$ cat src/design/acthq_pkg.sv
package acthq_pkg;

    // Field widths
    localparam int CH_W   = 3;
    localparam int SMP_W  = 10;
    localparam int CV_W   = 7;
    localparam int LVL_W  = 11;
    localparam int CFG_IW = 2;
    localparam int CFG_DW = 10;

    // Channel count defaults and the channel space that the input field can address
    localparam int CHANNELS_DEF = 8;
    localparam int CH_SPACE     = 2 ** CH_W;
    localparam int MASK_W       = 8;

    // Register indexes
    localparam logic [CFG_IW-1:0] CFG_MASK    = 2'd0;
    localparam logic [CFG_IW-1:0] CFG_PRESS   = 2'd1;
    localparam logic [CFG_IW-1:0] CFG_RELEASE = 2'd2;

    // Register reset values
    localparam logic [MASK_W-1:0] MASK_RST    = 8'd0;
    localparam logic [SMP_W-1:0]  PRESS_RST   = 10'd150;
    localparam logic [SMP_W-1:0]  RELEASE_RST = 10'd50;

    // Control value limits and sample clamp points
    localparam logic [CV_W-1:0]  CV_MAX = 7'd127;
    localparam logic [CV_W-1:0]  CV_MIN = 7'd0;
    localparam logic [SMP_W-1:0] SMP_LO = 10'd3;
    localparam logic [SMP_W-1:0] SMP_HI = 10'd1020;

    // Sample to value: floor(t * 1000 / 8095) as (t * RECIP) >> SHIFT, exact for t <= 1017
    localparam int VAL_SHIFT = 24;
    localparam int RECIP_W   = 21;
    localparam int PROD_W    = SMP_W + RECIP_W;
    localparam logic [RECIP_W-1:0] VAL_RECIP =
        RECIP_W'(((64'd1 << VAL_SHIFT) * 64'd1000 + 64'd8094) / 64'd8095);

    // Level table, entries 0..128
    localparam int LVL_N = 129;
    typedef logic [LVL_W-1:0] t_level;
    typedef t_level [LVL_N-1:0] t_level_tab;

    function automatic t_level_tab f_level_tab();
        t_level_tab tab;
        int         lvl;
        for (int c = 0; c < LVL_N; c++) begin
            if (c == 0) begin
                lvl = 0;
            end else if (c == 127) begin
                lvl = 1020;
            end else begin
                lvl = 3 + ((c - 1) * 8095) / 1000;
            end
            tab[c] = LVL_W'(lvl);
        end
        return tab;
    endfunction

    localparam t_level_tab LEVEL_TAB = f_level_tab();

    // Payload types
    typedef struct packed {
        logic [CH_W-1:0]  channel;
        logic [SMP_W-1:0] sample;
    } t_in_item;

    typedef struct packed {
        logic [CH_W-1:0] out_channel;
        logic [CV_W-1:0] control_value;
    } t_out_item;

    // Item held in the evaluate stage
    typedef struct packed {
        logic             hit;
        logic [CH_W-1:0]  channel;
        logic [SMP_W-1:0] sample;
        logic [CV_W-1:0]  value;
    } t_s1_item;

    // Write-back request to the state memory
    typedef struct packed {
        logic            en;
        logic [CH_W-1:0] chan;
        logic [CV_W-1:0] data;
    } t_mem_wr;

    // Evaluate result
    typedef struct packed {
        logic            emit;
        logic [CV_W-1:0] next;
    } t_eval_res;

endpackage

$ cat src/design/acthq_mem.sv
module acthq_mem #(
    parameter int DEPTH = acthq_pkg::CHANNELS_DEF
) (
    input  logic                        i_clk,
    input  logic                        i_rst_n,
    input  logic                        i_rd_en,
    input  logic [acthq_pkg::CH_W-1:0]  i_rd_chan,
    input  acthq_pkg::t_mem_wr          i_wr,
    output logic [acthq_pkg::CV_W-1:0]  o_rd_data
);

    localparam int AW = (DEPTH > 1) ? $clog2(DEPTH) : 1;

    logic [acthq_pkg::CV_W-1:0] r_mem [DEPTH];
    logic [DEPTH-1:0]           r_vld;
    logic [acthq_pkg::CV_W-1:0] r_rd_q;
    logic                       r_rd_ok;
    logic [AW-1:0]              r_rd_addr;
    logic                       r_fwd_vld;
    logic [AW-1:0]              r_fwd_addr;
    logic [acthq_pkg::CV_W-1:0] r_fwd_data;

    logic [AW-1:0] rd_addr;
    logic [AW-1:0] wr_addr;

    assign rd_addr = i_rd_chan[AW-1:0];
    assign wr_addr = i_wr.chan[AW-1:0];

    // Storage array and registered read port
    always_ff @(posedge i_clk) begin
        if (i_wr.en) begin
            r_mem[wr_addr] <= i_wr.data;
        end
        if (i_rd_en) begin
            r_rd_q    <= r_mem[rd_addr];
            r_rd_addr <= rd_addr;
        end
    end

    // Written-entry flags; unwritten entries read as zero
    always_ff @(posedge i_clk) begin
        if (!i_rst_n) begin
            r_vld   <= '0;
            r_rd_ok <= 1'b0;
        end else begin
            if (i_wr.en) begin
                r_vld[wr_addr] <= 1'b1;
            end
            if (i_rd_en) begin
                r_rd_ok <= r_vld[rd_addr];
            end
        end
    end

    // Last write, for a read taken at the same edge as that write
    always_ff @(posedge i_clk) begin
        if (!i_rst_n) begin
            r_fwd_vld <= 1'b0;
        end else if (i_wr.en) begin
            r_fwd_vld <= 1'b1;
        end
    end

    always_ff @(posedge i_clk) begin
        if (i_wr.en) begin
            r_fwd_addr <= wr_addr;
            r_fwd_data <= i_wr.data;
        end
    end

    always_comb begin
        if (r_fwd_vld && (r_fwd_addr == r_rd_addr)) begin
            o_rd_data = r_fwd_data;
        end else if (r_rd_ok) begin
            o_rd_data = r_rd_q;
        end else begin
            o_rd_data = acthq_pkg::CV_MIN;
        end
    end

endmodule

$ cat src/design/acthq_eval.sv
module acthq_eval (
    input  acthq_pkg::t_s1_item           i_item,
    input  logic [acthq_pkg::CV_W-1:0]    i_last,
    input  logic [acthq_pkg::MASK_W-1:0]  i_mask,
    input  logic [acthq_pkg::SMP_W-1:0]   i_press,
    input  logic [acthq_pkg::SMP_W-1:0]   i_release,
    output acthq_pkg::t_eval_res          o_res
);

    localparam int CW = acthq_pkg::LVL_W + 1;

    logic                       button;
    logic [acthq_pkg::CV_W-1:0] btn_next;
    logic [acthq_pkg::LVL_W-1:0] lvl_lo;
    logic [acthq_pkg::LVL_W-1:0] lvl_hi;
    logic [CW-1:0]              smp_x;
    logic                       inside_win;
    logic [7:0]                 last_up;

    assign button  = i_mask[i_item.channel];
    assign last_up = {1'b0, i_last} + 8'd1;

    // Button hysteresis: press rule from zero, release rule from anything else
    always_comb begin
        if (i_last == acthq_pkg::CV_MIN) begin
            btn_next = (i_item.sample > i_press) ? acthq_pkg::CV_MAX : acthq_pkg::CV_MIN;
        end else begin
            btn_next = (i_item.sample < i_release) ? acthq_pkg::CV_MIN : acthq_pkg::CV_MAX;
        end
    end

    // Knob window: level(last) - 2 <= s <= level(last + 1) + 1
    assign lvl_lo     = acthq_pkg::LEVEL_TAB[i_last];
    assign lvl_hi     = acthq_pkg::LEVEL_TAB[last_up];
    assign smp_x      = CW'(i_item.sample);
    assign inside_win = ((smp_x + CW'(2)) >= CW'(lvl_lo)) &&
                        (smp_x <= (CW'(lvl_hi) + CW'(1)));

    always_comb begin
        o_res.emit = 1'b0;
        o_res.next = i_item.value;
        if (i_item.hit) begin
            if (button) begin
                o_res.next = btn_next;
                o_res.emit = (btn_next != i_last);
            end else begin
                o_res.emit = !inside_win;
            end
        end
    end

endmodule

$ cat src/design/adc_to_cc_hysteresis_qualifier_top.sv
// Channel  Direction  Handshake          Payload
// in       input      i_in_valid/o_in_stall    t_in_item {channel, sample}
// out      output     o_out_valid/i_out_stall  t_out_item {out_channel, control_value}
// cfg      input      i_cfg_valid/o_cfg_ready  i_cfg_index, i_cfg_data
//
// One item per cycle unless the output backs up; results pass the stage 1 and output registers.
// Stage 0 reads the per-channel state memory and scales the sample; stage 1 evaluates
// and writes back, with the previous write forwarded for a same-channel follower.
// Reset clears the written-entry flags, so all control state reads as zero; no sweep.
// An output stall holds a result in the output register and backs up into stage 1 only
// when that stage also has a result to hand over.
module adc_to_cc_hysteresis_qualifier_top #(
    parameter int CHANNELS = acthq_pkg::CHANNELS_DEF
) (
    input  logic                          i_clk,
    input  logic                          i_rst_n,
    input  logic                          i_in_valid,
    output logic                          o_in_stall,
    input  acthq_pkg::t_in_item           i_in_data,
    output logic                          o_out_valid,
    input  logic                          i_out_stall,
    output acthq_pkg::t_out_item          o_out_data,
    input  logic                          i_cfg_valid,
    output logic                          o_cfg_ready,
    input  logic [acthq_pkg::CFG_IW-1:0]  i_cfg_index,
    input  logic [acthq_pkg::CFG_DW-1:0]  i_cfg_data
);

    localparam int DEPTH = (CHANNELS < acthq_pkg::CH_SPACE) ? CHANNELS : acthq_pkg::CH_SPACE;

    logic [acthq_pkg::MASK_W-1:0] r_mask;
    logic [acthq_pkg::SMP_W-1:0]  r_press;
    logic [acthq_pkg::SMP_W-1:0]  r_release;

    logic                 r_s1_vld;
    acthq_pkg::t_s1_item  r_s1;
    acthq_pkg::t_s1_item  n_s1;
    logic                 r_out_vld;
    acthq_pkg::t_out_item r_out;

    logic                            in_acc;
    logic                            s1_adv;
    logic [acthq_pkg::SMP_W-1:0]     s0_off;
    logic [acthq_pkg::PROD_W-1:0]    s0_prod;
    logic [acthq_pkg::CV_W-1:0]      last;
    acthq_pkg::t_eval_res            res;
    acthq_pkg::t_mem_wr              wr;

    // Configuration registers
    assign o_cfg_ready = 1'b1;

    always_ff @(posedge i_clk) begin
        if (!i_rst_n) begin
            r_mask    <= acthq_pkg::MASK_RST;
            r_press   <= acthq_pkg::PRESS_RST;
            r_release <= acthq_pkg::RELEASE_RST;
        end else if (i_cfg_valid) begin
            unique case (i_cfg_index)
                acthq_pkg::CFG_MASK:    r_mask    <= i_cfg_data[acthq_pkg::MASK_W-1:0];
                acthq_pkg::CFG_PRESS:   r_press   <= i_cfg_data[acthq_pkg::SMP_W-1:0];
                acthq_pkg::CFG_RELEASE: r_release <= i_cfg_data[acthq_pkg::SMP_W-1:0];
                default: ;
            endcase
        end
    end

    // Handshake: stage 1 moves on unless it has a result and the output is blocked
    assign s1_adv     = r_s1_vld && (!res.emit || !r_out_vld || !i_out_stall);
    assign o_in_stall = r_s1_vld && !s1_adv;
    assign in_acc     = i_in_valid && !o_in_stall;

    // Stage 0: range check and sample scaling
    assign s0_off  = i_in_data.sample - acthq_pkg::SMP_LO;
    assign s0_prod = acthq_pkg::PROD_W'(s0_off) * acthq_pkg::PROD_W'(acthq_pkg::VAL_RECIP);

    always_comb begin
        n_s1.hit     = (int'(i_in_data.channel) < CHANNELS);
        n_s1.channel = i_in_data.channel;
        n_s1.sample  = i_in_data.sample;
        if (i_in_data.sample < acthq_pkg::SMP_LO) begin
            n_s1.value = acthq_pkg::CV_MIN;
        end else if (i_in_data.sample > acthq_pkg::SMP_HI) begin
            n_s1.value = acthq_pkg::CV_MAX;
        end else begin
            n_s1.value = s0_prod[acthq_pkg::PROD_W-1 -: acthq_pkg::CV_W] + 7'd1;
        end
    end

    always_ff @(posedge i_clk) begin
        if (!i_rst_n) begin
            r_s1_vld <= 1'b0;
        end else if (in_acc) begin
            r_s1_vld <= 1'b1;
        end else if (s1_adv) begin
            r_s1_vld <= 1'b0;
        end
    end

    always_ff @(posedge i_clk) begin
        if (in_acc) begin
            r_s1 <= n_s1;
        end
    end

    // State memory
    acthq_mem #(
        .DEPTH (DEPTH)
    ) u_mem (
        .i_clk     (i_clk),
        .i_rst_n   (i_rst_n),
        .i_rd_en   (in_acc && n_s1.hit),
        .i_rd_chan (i_in_data.channel),
        .i_wr      (wr),
        .o_rd_data (last)
    );

    // Stage 1: evaluate and write back
    acthq_eval u_eval (
        .i_item    (r_s1),
        .i_last    (last),
        .i_mask    (r_mask),
        .i_press   (r_press),
        .i_release (r_release),
        .o_res     (res)
    );

    assign wr.en   = s1_adv && res.emit;
    assign wr.chan = r_s1.channel;
    assign wr.data = res.next;

    // Output register
    always_ff @(posedge i_clk) begin
        if (!i_rst_n) begin
            r_out_vld <= 1'b0;
        end else if (wr.en) begin
            r_out_vld <= 1'b1;
        end else if (!i_out_stall) begin
            r_out_vld <= 1'b0;
        end
    end

    always_ff @(posedge i_clk) begin
        if (wr.en) begin
            r_out.out_channel   <= r_s1.channel;
            r_out.control_value <= res.next;
        end
    end

    assign o_out_valid = r_out_vld;
    assign o_out_data  = r_out;

endmodule

$ cat config.mk
export PLATFORM = sky130hd
export DESIGN_NAME = adc_to_cc_hysteresis_qualifier_top
export DESIGN_NICKNAME = d
export VERILOG_FILES = /design/src/design/acthq_pkg.sv /design/src/design/acthq_mem.sv /design/src/design/acthq_eval.sv /design/src/design/adc_to_cc_hysteresis_qualifier_top.sv
export SDC_FILE = /design/constraint.sdc
export NUM_CORES = 1
export LEC_CHECK = 0
export BUFFER_PORTS_ARGS = -buffer_cell sky130_fd_sc_hd__buf_2
export CAP_MARGIN = 20
export CORE_MARGIN = 4
export CORE_UTILIZATION = 41
export CTS_CLUSTER_DIAMETER = 200
export DETAILED_ROUTE_END_ITERATION = 6
export PLACE_DENSITY = 0.56
export RECOVER_POWER = 50
export SLEW_MARGIN = 40
export SYNTH_ARGS = -nofsm -noshare
export SYNTH_HDL_FRONTEND = slang
export SYNTH_SLANG_ARGS = --single-unit
$ cat constraint.sdc
create_clock -name i_clk -period 9.2 [get_ports i_clk]
set_clock_uncertainty 0.05 [all_clocks]
set_input_delay 1.84 -clock i_clk [delete_from_list [all_inputs] [get_ports i_clk]]
set_output_delay 1.84 -clock i_clk [all_outputs]
set_load 0.05 [all_outputs]
=== Word-level counts from Yosys, hierarchy flattened ===
Memory sizes are Yosys's and may differ from the RTL's. A register that Yosys moved wholly into a read port is not among the register bits.
Cells that the tools add are included.

* Flip-flop bits (word level): 70
* Bits in latches: 0
* Memory bits (writable): 56
* Bits in read-only memories: 4,224
* Input bits: 30
* Output and inout bits: 13
* Word-level logic and storage cells: 82
* Memories kept: 3

* $add $sub $neg: 5
* Multiply operators: 1
* Divide/modulo/power cells: 0
* Order comparisons: 11
* Equality and inequality tests: 5
* Shift-type cells: 0
* Mux-type cells: 22
* Bitwise operators: 1
* Reduce and logical (&&, ||, !) cells: 21

{| class="wikitable"
|+ Memories
! memory !! words !! width !! read ports !! clocked after Yosys merged registers in !! wr ports !! RTL line !! source
|-
| (no name shown) || 256 || 11 || 1 || 0 || 0 || acthq_eval.sv:34 || <nowiki>assign lvl_hi = acthq_pkg::LEVEL_TAB[last_up];</nowiki>
|-
| (no name shown) || 128 || 11 || 1 || 0 || 0 || acthq_eval.sv:33 || <nowiki>assign lvl_lo = acthq_pkg::LEVEL_TAB[i_last];</nowiki>
|-
| u_mem.r_mem || 8 || 7 || 1 || 1 || 1 || acthq_mem.sv:14 || <nowiki>logic [acthq_pkg::CV_W-1:0] r_mem [DEPTH];</nowiki>
|}

{| class="wikitable"
|+ Operator list
! cell !! number
|-
| two-way mux 7 bit || 7
|-
| multiplier 10 x 21 -> 31 bit (second input constant) || 1
|-
| two-way mux 11 bit || 2
|-
| adder 11 x 1 -> 12 bit (second input constant) || 1
|-
| >= comparator 12 x 11 -> 1 bit || 1
|-
| <= comparator 10 x 12 -> 1 bit || 1
|-
| adder 10 x 2 -> 11 bit (second input constant) || 1
|-
| > comparator 10 bit || 1
|-
| > comparator 10 bit (second input constant) || 1
|-
| less-than comparator 10 bit || 1
|-
| less-than comparator 10 x 2 -> 1 bit (second input constant) || 1
|-
| two-way mux 1 bit || 10
|-
| subtractor 10 x 2 -> 10 bit (second input constant) || 1
|-
| less-than comparator 7 x 9 -> 1 bit (second input constant) || 1
|-
| less-than comparator 8 x 9 -> 1 bit (second input constant) || 1
|-
| adder 7 x 1 -> 8 bit (second input constant) || 1
|-
| less-than comparator 3 x 4 -> 1 bit (second input constant) || 2
|-
| bitwise OR 8 bit || 1
|-
| adder 7 x 1 -> 7 bit (second input constant) || 1
|-
| logical AND 1 bit || 7
|-
| logical NOT 7 bit || 1
|-
| inequality test 7 bit || 1
|-
| binary-select mux 1 bit (select 3 bit) || 2
|-
| logical NOT 1 bit || 6
|-
| other kinds (10) || 13
|}

=== Longest topological paths before layout ===
Gate-level depths: netlist (run 1).

* Depth after elaboration: 20
* Mapped depth: 31
* Gate-level depth less buffers: 28

=== By module ===
From an unflattened synthesis (run 1), not the netlist that was laid out.

* Cell total of the unflattened synthesis: 1,192
* Area total of the unflattened synthesis: 12,386.9 um^2

{| class="wikitable"
|+ Modules (own cells, without submodules)
! module !! times used !! cells each !! area an instance (um^2) !! seq. area each (um^2)
|-
| adc_to_cc_hysteresis_qualifier_top || 1 || 574 || 5,949.5 || 1,501.4
|-
| acthq_mem || 1 || 168 || 3,315.7 || 2,482.4
|-
| acthq_eval || 1 || 450 || 3,121.7 || 0.0
|}

=== Worst setup path after synthesis (run 1) ===
OpenSTA, ideal clock, no wires.

* Path type: reg2out
* From: reg u_mem.r_fwd_addr[1]
* To: out o_in_stall
* Data arrival time: 6.785 ns
* Setup slack: 0.525 ns
* Stages on the path, launching flop included: 29
* Cells stage by stage: edfxtp_1 > xnor2_1 > nand4_2 > buf_6 > buf_6 > and3_1 > a21oi_1 > inv_1 > ha_1 > nand3_1 > mux2i_1 > mux2i_1 > clkbuf_1 > a22oi_1 > nor2_1 > a221o_1 > a41oi_1 > ha_1 > nor2b_1 > nand3_1 > xor2_1 > ha_1 > nand4_1 > a21oi_1 > a2111oi_0 > o21ai_0 > a31oi_1 > a211o_1 > nor3_1

* Longest elaborated chain between the ends: 17
* Elaborated cells on any way between the ends: 23
* Those cells by class: add/sub (2); order compare (2); eq/ne (2); mux (5); reduce/logical (10); memory (2)

{| class="wikitable"
|+ Ends and longest elaborated chain
! item !! RTL line !! source
|-
| from (decl) || acthq_mem.sv:20 || <nowiki>logic [AW-1:0] r_fwd_addr;</nowiki>
|-
| from (signal assigned) || acthq_mem.sv:66 || <nowiki>r_fwd_addr <= wr_addr;</nowiki>
|-
| equality test 3 bit (*) || acthq_mem.sv:72 || <nowiki>if (r_fwd_vld && (r_fwd_addr == r_rd_addr)) begin</nowiki>
|-
| logical AND 1 bit (*) || acthq_mem.sv:72 ||
|-
| two-way mux 7 bit (*) || acthq_mem.sv:72 ||
|-
| adder 7 x 1 -> 8 bit || acthq_eval.sv:21 || <nowiki>assign last_up = {1'b0, i_last} + 8'd1;</nowiki>
|-
| memory (256 x 11 bit) || n/a ||
|-
| two-way mux 11 bit (not written as such) || acthq_eval.sv:34 ||
|-
| adder 11 x 1 -> 12 bit || acthq_eval.sv:37 || <nowiki>(smp_x <= (CW'(lvl_hi) + CW'(1)));</nowiki>
|-
| <= comparator 10 x 12 -> 1 bit || acthq_eval.sv:37 ||
|-
| logical AND 1 bit || acthq_eval.sv:36 || <nowiki>assign inside_win = ((smp_x + CW'(2)) >= CW'(lvl_lo)) &&</nowiki>
|-
| logical NOT 1 bit || acthq_eval.sv:47 || <nowiki>o_res.emit = !inside_win;</nowiki>
|-
| two-way mux 1 bit (*) || acthq_eval.sv:43 || <nowiki>if (button) begin</nowiki>
|-
| logical NOT 1 bit (*) || adc_to_cc_hysteresis_qualifier_top.sv:68 || <nowiki>assign s1_adv = r_s1_vld && (!res.emit || !r_out_vld || !i_out_stall);</nowiki>
|-
| logical OR 1 bit (*) (2 in series) || adc_to_cc_hysteresis_qualifier_top.sv:68 ||
|-
| logical AND 1 bit (*) || adc_to_cc_hysteresis_qualifier_top.sv:68 ||
|-
| logical NOT 1 bit (*) || adc_to_cc_hysteresis_qualifier_top.sv:69 || <nowiki>assign o_in_stall = r_s1_vld && !s1_adv;</nowiki>
|-
| logical AND 1 bit (*) || adc_to_cc_hysteresis_qualifier_top.sv:69 ||
|-
| to (decl) || adc_to_cc_hysteresis_qualifier_top.sv:18 || <nowiki>output logic o_in_stall,</nowiki>
|}

Mark *: on every way between the ends. The rest lies on a longest branch, timed or not. The select of a mux whose other input is x is not followed.

=== Worst setup path in the final report (run 1) ===
* From: in i_in_data[0] (netlist bit)
* To: reg r_s1[6] (netlist bit), data pin

* Longest elaborated chain between the ends: 4
* Elaborated cells on any way between the ends: 6
* Those cells by class: add/sub (2); mul (1); order compare (2); mux (1)

{| class="wikitable"
|+ Ends and longest elaborated chain
! item !! RTL line !! source
|-
| from (decl) || adc_to_cc_hysteresis_qualifier_top.sv:19 || <nowiki>input acthq_pkg::t_in_item i_in_data,</nowiki>
|-
| subtractor 10 x 2 -> 10 bit || adc_to_cc_hysteresis_qualifier_top.sv:73 || <nowiki>assign s0_off = i_in_data.sample - acthq_pkg::SMP_LO;</nowiki>
|-
| multiplier 10 x 21 -> 31 bit || adc_to_cc_hysteresis_qualifier_top.sv:74 || <nowiki>assign s0_prod = acthq_pkg::PROD_W'(s0_off) * acthq_pkg::PROD_W'(acthq_pkg::VAL_RECIP);</nowiki>
|-
| adder 7 x 1 -> 7 bit || adc_to_cc_hysteresis_qualifier_top.sv:85 || <nowiki>n_s1.value = s0_prod[acthq_pkg::PROD_W-1 -: acthq_pkg::CV_W] + 7'd1;</nowiki>
|-
| two-way mux 7 bit || adc_to_cc_hysteresis_qualifier_top.sv:82 || <nowiki>end else if (i_in_data.sample > acthq_pkg::SMP_HI) begin</nowiki>
|-
| to (signal assigned) || adc_to_cc_hysteresis_qualifier_top.sv:101 || <nowiki>r_s1 <= n_s1;</nowiki>
|-
| to (decl) || adc_to_cc_hysteresis_qualifier_top.sv:36 || <nowiki>acthq_pkg::t_s1_item r_s1;</nowiki>
|}

Parallel ways exist; a longest one is shown, timed or not.
A chain may end at the register's enable or synchronous reset.

==> results.toml, run 1 <==
[power]
p_seq_share_pct = 17.4
p_int_mw = 2.58
vdd_drop_max_mv = 0.496
power_leakage_nw = 5.62
p_clk_share_pct = 13.8
p_comb_share_pct = 68.8
p_sw_mw = 2.18
sw_frac_of_total_pct = 45.8
power_density_mw_per_mm2 = 358
p_total_mw = 4.75

[sta]
final.period_utilization_pct = 93.5
hold_violations = 0
grt_setup_unrepaired = "no"
period_minus_slack_ps = 8610
finalMaxSlewViolations = 46
setup_violations = 0
relSlewSlack_pct = -27.2
tightest_slew_ps = 1910
setup_tns_ps = 0
clock.fmax_mhz = 116

[finish]
layout-drive-gt1-share_pct = 10.6
fillers = 2728
diodes = 0
area_growth_pct = 10.8
fin_cells = 1625
multi_input_area_mm2 = 0.00759
final_area_mm2 = 0.0133
seq_area_mm2 = 0.00359
layout.nets = 1471

[global_route]
antenna_found_initial = 0
grt_max_degree = 46
grtUsageTotal_pct = 18.9
first_global_vias = 8779
overflow = 0
grt_pass1_wl_mm = 47.6

[placement]
numPortBuffers = 41
dp_hpwl_mm = 22.8
dp_cells = 1591
place_congestion = 0.871
dpl_cell_area_mm2 = 0.0127

[setup_path]
path_common_cell = "inv_1"
worstPathRequired_ps = 9290
crit_path_top_delay_cell = "fa_1"
worst_ep_arrival_time_ps = 8700
end_kind = "flip-flop"
path_class = "input port to flip-flop"
r2r_slack_ps = 1990
slowest_delay_ps = 560
cp_max_fo = 6
path_buf_inv = 10
critPathTopFamily = "adder cells"
setup.worst_path.start_class = "input port"

[floorplan]
initial_utilization_pct = 41.7
coreArea_mm2 = 0.0288
pin_count = 43
rows = 62
die_x_um = 179
die_h_um = 179
fp.dieArea_mm2 = 0.0321

[synth]
synth_top_family_by_area = "adder cells"
synth-main-ff-cell = "edfxtp_1"
synth_area_leaders = "edfxtp_1 (23%), ha_1 (14%), fa_1 (13%)"
synth_xor_area_share_pct = 3.05
synthMuxAreaShare_pct = 6.85
synth_top_area_cell = "edfxtp_1"
synth_edf_count = 93
synth-async-reset-ratio_pct = 0
synth_compound_area_share_pct = 13.6
syn_nets = 1420
yosys_warnings = 0
yosysSeqAreaShare_pct = 29.9
ys_types = 78
yosysTopAreaCellShare_pct = 23.3
synth-seq-cells = 133
netlist_area_mm2 = 0.0120
synthSimpleGateAreaFrac_pct = 12.3
syn_area_per_cell_um2 = 10.2
synthCells = 1177
synth_adder_area_share_pct = 27.1

[clock_tree]
cts.sinks = 133
htreeDepth = 4
cts_buffers = 17
cts_tree = "yes"
cts.clk_slew.worst_paths_ps = 60
cts-root-buf = "clkbuf_16"
insertion_delay_ps = 420
ctsLongestPathBuffers = 2
hold_buffers = 0

[detailed_routing]
firstDrtPassIters = 5
wl_per_cell_um = 17.7
drc = 0
wl_mm = 28.8
postRouteAntennaNets = 0
first_iter_violations = 585
vias = 8697
via_per_inst = 5.35

[run]
max-cap-violations = 1

[status]
violations = "capacitance limit, slew limit"
outcome = "complete, but fails checks"

[min_path]
hold_path.class = "flip-flop to flip-flop"
## cell type report
type	instances	area share [%]
Tap cell	384	3.61
Sequential cell	133	27.0
Inverter	175	4.94
Timing Repair Buffer	72	3.06
Multi-Input combinational cell	829	57.1
Clock buffer	18	3.30
Clock inverter	14	0.997
## per-layer routing
metal | part of all wire [%] | track usage [%] | vias to the layer above
li1 | - | - | 4301
met3 | 3.3 | 2.55 | 22
met5 | 0 | 0 | -
met4 | 1.3 | 3.97 | 0
met2 | 49 | 32.5 | 157
met1 | 47 | 25.8 | 4217
## worst reg2reg max path: stages, from the launching register on
cell	delay, ps
edfxtp_1	530
xnor2_1	310
nand4_2	160
and3_1	200
a21oi_1	250
inv_1	180
ha_2	280
inv_1	190
ha_1	410
nor2b_1	270
a21oi_1	150
a211o_1	320
o21ai_0	100
a32oi_1	150
o22ai_2	270
and2_1	180
nand4_1	110
xor2_1	170
ha_1	310
nand4_1	120
a21oi_1	170
a2111oi_0	110
o21ai_0	250
a31oi_1	120
a211o_1	390
o31ai_1	650
inv_2	470
## cells by family (layout without fill, tap and decap cells)
| family | Yosys count | count (layout) |
|---|---|---|
| simple gates | 283 | 283 |
| compound gates | 234 | 234 |
| buf+inv | 215 | 279 |
| fa+ha+maj | 213 | 213 |
| flops | 133 | 133 |
| mux | 57 | 57 |
| xor+xnor | 41 | 41 |
| other cells | 1 | 1 |
## power groups by stage
stage                     Sequential (mW)  Combinational [mW]  Clock (mW)
final                               0.826                3.27       0.656
after global routing                0.831                3.83       0.699
after CTS                           0.826                3.32       0.674
after detailed placement            0.839                3.28           0
after global placement              0.838                3.29           0
after floorplan                     0.842                2.45           0
## metrics by stage
| stage | worst slack, ps | util (%) | hold slack [ps] |
|---|---|---|---|
| after floorplan | 525 | - | 387 |
| after global placement | 205 | 44.2 | 391 |
| after detailed placement | 95.1 | 44.2 | 404 |
| after CTS | 382 | 46.2 | 417 |
| after global routing | 57.7 | 46.2 | 436 |
| final | 594 | 46.2 | 417 |
## cell usage after synthesis (all sizes together) (9+ instances only)
library cell / number
and2: 9
edfxtp: 93
nand3: 28
nand2: 86
buf: 16
inv: 175
and3: 18
dfxtp: 40
xor2: 16
ha: 134
o211ai: 19
mux2i: 26
clkbuf: 24
o21ai: 42
a21boi: 14
mux2: 15
nor2b: 17
mux4: 16
xnor2: 25
fa: 79
nor3: 24
nand4: 15
a21oi: 42
o21a: 23
nor2: 39
## registers in the layout, summed over array words and instances (netlist names)
name / flops
r_release: 10
u_mem.r_rd_addr: 3
u_mem.r_rd_ok: 1
r_s1: 17
u_mem.r_fwd_vld: 1
u_mem.r_vld: 8
r_press: 10
u_mem.r_rd_q: 7
u_mem.r_fwd_addr: 3
o_out_valid: 1
r_s1_vld: 1
u_mem.r_mem: 56
u_mem.r_fwd_data: 7
r_mask: 8
## layout by cell type (no fill, tap or decap), drive strengths merged, types with 28 or more instances in the layout
cell type	synthesis	layout
o21ai	42	42
ha	134	134
dfxtp	40	40
clkbuf	24	44
inv	175	184
nor2	39	39
nand3	28	28
fa	79	79
edfxtp	93	93
buf	16	46
a21oi	42	42
nand2	86	86
## worst paths after layout
kind	endpoint	depth (start not counted)	startpoint
worst max-delay path	r_s1[6]	30	i_in_data[0]
worst min-delay path	u_mem.r_vld[6]	1	u_mem.r_vld[6]
worst max register to register	r_s1[6]	26	u_mem.r_rd_addr[0]
worst min register to register	u_mem.r_vld[6]	1	u_mem.r_vld[6]
## timing repair
action | CTS | global route
buffers inserted | 0 | 1
setup endpoints to repair | 0 | 2
gates resized for setup | 0 | 4
No activity file was read; power rests on OpenSTA's default activity.
==> run 2: changes to the inputs <==
BUFFER_PORTS_ARGS = -buffer_cell sky130_fd_sc_hd__buf_4   (was -buffer_cell sky130_fd_sc_hd__buf_2)
==> results.toml, run 2 (synthesis gave the netlist of run 1 again) <==
[status]
outcome = "finished, final reports clean"

[power]
sw_frac_of_total_pct = 45.7
p_sw_mw = 2.18
p_comb_share_pct = 68.4
power_density_mw_per_mm2 = 358
vdd_drop_max_mv = 0.418
p_clk_share_pct = 14.3
p_seq_share_pct = 17.3
p_int_mw = 2.59
power_leakage_nw = 5.64

[detailed_routing]
vias = 8742
firstDrtPassIters = 5
postRouteAntennaNets = 0
wl_mm = 28.7
wl_per_cell_um = 17.7
first_iter_violations = 474
via_per_inst = 5.39
drc = 0

[finish]
final_common_cell = "inv_1"
largest_reg_flops = 56
fin_cells = 1621
layout.nets = 1467
diodes = 0
final_area_mm2 = 0.0133
layout-drive-gt1-share_pct = 9.86
multi_input_area_mm2 = 0.00758
seq_area_mm2 = 0.00359
fillers = 2755
top_regs = "u_mem.r_mem (56), r_s1 (17)"
finalCoreUtilization_pct = 46.3
final_cell_mix = "inv_1 (172), ha_1 (134), edfxtp_1 (93)"
top_register = "u_mem.r_mem"
area_growth_pct = 11.0

[global_route]
grtUsageMet2_pct = 31.3
grt_pass1_wl_mm = 48.0
first_global_vias = 8944
overflow = 0
antenna_found_initial = 0
met1_usage_pct = 26.2
gr-usage-met3_pct = 2.55
grt_max_degree = 46
gr-max-usage-layer = "met2"
grtUsageTotal_pct = 18.9

[min_path]
hold_path.class = "flip-flop to flip-flop"

[setup_path]
setup.worst_path.start_class = "flip-flop"
end_kind = "primary output"
path_class = "flip-flop to primary output"
r2r_slack_ps = 1730
worstPathRequired_ps = 7310
cp_max_fo = 13
worst_ep_arrival_time_ps = 6800

[placement]
dp_cells = 1588
place_congestion = 0.876
dpl_cell_area_mm2 = 0.0128
dp_hpwl_mm = 22.7
numPortBuffers = 41

[sta]
setup_violations = 0
hold_violations = 0
final.period_utilization_pct = 94.5
grt_setup_unrepaired = "no"
relSlewSlack_pct = 1.25
clock.fmax_mhz = 115
whs_ps = 411
tightest_slew_ps = 1480
setup_tns_ps = 0
period_minus_slack_ps = 8690
finalMaxSlewViolations = 0

[floorplan]
fp.dieArea_mm2 = 0.0321
pin_count = 43
coreArea_mm2 = 0.0288
rows = 62
die_x_um = 179
die_h_um = 179
initial_utilization_pct = 41.7

[clock_tree]
cts_tree = "yes"
cts-root-buf = "clkbuf_16"
insertion_delay_ps = 430
cts.sinks = 133
ctsLongestPathBuffers = 2
hold_buffers = 0
cts_buffers = 17
cts.clk_slew.worst_paths_ps = 70
htreeDepth = 4

[run]
max-cap-violations = 0
## run 2: final cells by class
type | instances | area share (%)
clock inverters | 15 | 1.37
repair buffers | 68 | 3.07
well taps | 384 | 3.60
clock buffers | 17 | 3.19
inverters | 175 | 4.93
flip-flops and latches | 133 | 27.0
multi-input cells | 829 | 56.9
## run 2: worst max-delay path: stages, from the launching register on
cell and delay [ps]:
edfxtp_1 480, xnor2_1 310, nand4_2 160, mux2_2 410, inv_1 230, ha_1 400, inv_1 210, ha_1 500
inv_1 320, o211ai_1 150, a31oi_1 180, nor3_1 60, a41oi_1 310, ha_1 260, nor2b_1 230, nand3_1 120
xor2_1 170, ha_1 290, nand4_1 100, a21oi_1 140, a2111oi_0 80, o21ai_0 230, a31oi_1 120, a211o_1 390
nor3_1 280, buf_4 250
## run 2: final timing paths
kind | startpoint | endpoint | cells past startpoint
max reg2reg | u_mem.r_rd_addr[1] | u_mem.r_mem[5][6] | 26
min reg2reg | u_mem.r_vld[5] | u_mem.r_vld[5] | 1
min | u_mem.r_vld[5] | u_mem.r_vld[5] | 1
max | u_mem.r_rd_addr[1] | o_in_stall | 25
## run 2: routing by layer
layer,up-vias,part of all wire [%]
met5,-,0
met4,0,1.6
met3,34,3.8
met2,184,48
met1,4235,47
li1,4289,-
## run 2: power groups by stage
stage	logic (mW)	registers (mW)	clock network (mW)
floorplan	2.45	0.842	0
global placement	3.27	0.838	0
detailed placement	3.29	0.838	0
CTS	3.32	0.825	0.701
global route	3.82	0.830	0.724
finish	3.27	0.825	0.683
## run 2: per-stage QoR
step | power [mW] | setup WS, ps
finish | 4.77 | 506
global route | 5.37 | 13.5
global placement | 4.11 | 168
detailed placement | 4.13 | 57.7
floorplan | 3.29 | 525
CTS | 4.85 | 475
## run 2: timing repair
action,4_1_cts,5_1_grt
resized for setup,0,2
setup endpoints to repair,0,1
endpoints found under the hold margin,0,0
setup buffers,0,0
==> run 3: changes to the inputs <==
SYNTH_HIERARCHICAL = 1   (was unset)
==> results.toml, run 3 <==
[status]
outcome = "complete, but fails checks"
violations = "capacitance limit, slew limit"

[synth]
synth-main-ff-cell = "edfxtp_1"
synth-seq-cells = 146
synthMuxAreaShare_pct = 6.10
synth_xor_area_share_pct = 3.13
synth_top_family_by_area = "adder cells"
yosysTopAreaCellShare_pct = 25.7
synthSimpleGateAreaFrac_pct = 12.0
synth.most_common_cell = "inv_1"
yosysSeqAreaShare_pct = 32.2
synth_area_leaders = "edfxtp_1 (26%), ha_1 (14%), fa_1 (13%)"
netlist_area_mm2 = 0.0124
synth_compound_area_share_pct = 12.9
yosys_warnings = 6
synth-async-reset-ratio_pct = 0
synth_edf_count = 106
synthCells = 1192
syn_area_per_cell_um2 = 10.4
synth_top_area_cell = "edfxtp_1"
synth_common_cells = "inv_1 (183), ha_1 (134), edfxtp_1 (106)"
synth_adder_area_share_pct = 26.3
ys_types = 91

[power]
p_total_mw = 4.71
power_density_mw_per_mm2 = 338
power_leakage_nw = 5.89
vdd_drop_max_mv = 0.450

[sta]
tightest_slew_ps = 1670
setup_violations = 0
finalMaxSlewViolations = 21
period_minus_slack_ps = 8640
relSlewSlack_pct = -11.4
fin_ws_ps = 562
hold_violations = 0
grt_setup_unrepaired = "no"
clock.fmax_mhz = 116
setup_tns_ps = 0
final.period_utilization_pct = 93.9

[floorplan]
pin_count = 43
fp.dieArea_mm2 = 0.0331
rows = 63
die_x_um = 182
initial_utilization_pct = 41.7
die_h_um = 182
coreArea_mm2 = 0.0297

[clock_tree]
cts.clk_slew.worst_paths_ps = 70
hold_buffers = 0
cts.sinks = 146
cts_buffers = 17
cts_tree = "yes"
htreeDepth = 4
ctsResizeCount = 0
ctsLongestPathBuffers = 2
post_cts_buffers = 0
insertion_delay_ps = 430
cts-root-buf = "clkbuf_16"

[finish]
layout-drive-gt1-share_pct = 12.2
layout.nets = 1504
diodes = 0
final_cell_mix = "inv_1 (183), ha_1 (134), edfxtp_1 (106)"
final_area_mm2 = 0.0139
top_regs = "u_mem/r_mem (56), r_s1 (20)"
top_register = "u_mem/r_mem"
area_growth_pct = 12.4
largest_reg_flops = 56
final_common_cell = "inv_1"

[detailed_routing]
wl_per_cell_um = 18.5
first_iter_violations = 666
wl_mm = 30.8
via_per_inst = 5.37
postRouteAntennaNets = 0
vias = 8936
drc = 0
firstDrtPassIters = 5

[global_route]
first_global_vias = 8870
grtUsageTotal_pct = 18.9
grt_max_degree = 41
overflow = 0
grt_pass1_wl_mm = 50.0
antenna_found_initial = 0

[setup_path]
slowest_delay_ps = 550
cp_max_fo = 9
crit_path_top_delay_cell = "fa_1"
worst_ep_arrival_time_ps = 8730
end_kind = "flip-flop"
worstPathRequired_ps = 9290
path_class = "input port to flip-flop"
setup.worst_path.start_class = "input port"

[placement]
numPortBuffers = 41
dp_hpwl_mm = 23.6
place_congestion = 0.886
place_ws_ps = 162
dpl_cell_area_mm2 = 0.0134

[min_path]
hold_path.class = "flip-flop to flip-flop"

[run]
max-cap-violations = 1
run 3: per-layer routing:
metal	part of all wire (%)	global-route usage, %	wire (µm)	vias up
met3	3.3	2.12	1020	27
li1	-	-	-	4334
met2	48	31.3	14800	193
met5	0	0	0	-
met1	47	26.7	14500	4382
met4	1.5	4.59	450	0
run 3: final timing paths:
check / start / to / slack [ps] / cells past startpoint
worst min-delay path: u_mem/r_vld[4] / u_mem/r_vld[4] / 410 / 1
worst min register to register: u_mem/r_vld[4] / u_mem/r_vld[4] / 410 / 1
worst max register to register: u_mem/r_rd_addr[1] / u_mem/r_mem[0][6] / 2110 / 28
worst max-delay path: i_in_data[4] / r_s1[4] / 560 / 28
run 3: worst max-delay path: cells and delay by family:
| kind | cells | cell delay (ps) |
|---|---|---|
| xor gates and xnor gates | 2 | 550 |
| adders and majority gates | 7 | 3010 |
| and+or+nand+nor | 8 | 1730 |
| AOI/OAI and AO/OA | 4 | 920 |
| buffers and inverters | 7 | 690 |
run 3: final cells by class:
cell class / instances / area (µm²)
Fill cell: 2788 / 15800
Multi-Input combinational cell: 823 / 7560
Sequential cell: 146 / 3980
Inverter: 183 / 687
Timing Repair Buffer: 90 / 586
Tap cell: 390 / 488
Clock buffer: 17 / 425
Clock inverter: 15 / 194
run 3: stage by stage:
stage | hold WS [ps] | cells | util [%]
after global routing | 432 | 1664 | 46.8
final | 414 | 1664 | 46.8
after floorplan | 390 | 1194 | -
after CTS | 418 | 1664 | 47.1
after global placement | 396 | 1632 | 45.0
after detailed placement | 403 | 1632 | 45.0
run 3: cell families after synthesis:
group | count (synthesis)
xor+xnor | 41
flops | 146
mux | 50
fa+ha+maj | 213
compound gates | 230
simple gates | 286
other cells | 1
buf+inv | 225
run 3: power by group:
group          switching (mW)  leakage [nW]  internal [mW]  total [mW]
Combinational            1.79          4.28           1.31        3.10
Clock                   0.311         0.303          0.414       0.725
Sequential             0.0187          1.31          0.864       0.883
Total                    2.12          5.89           2.59        4.71
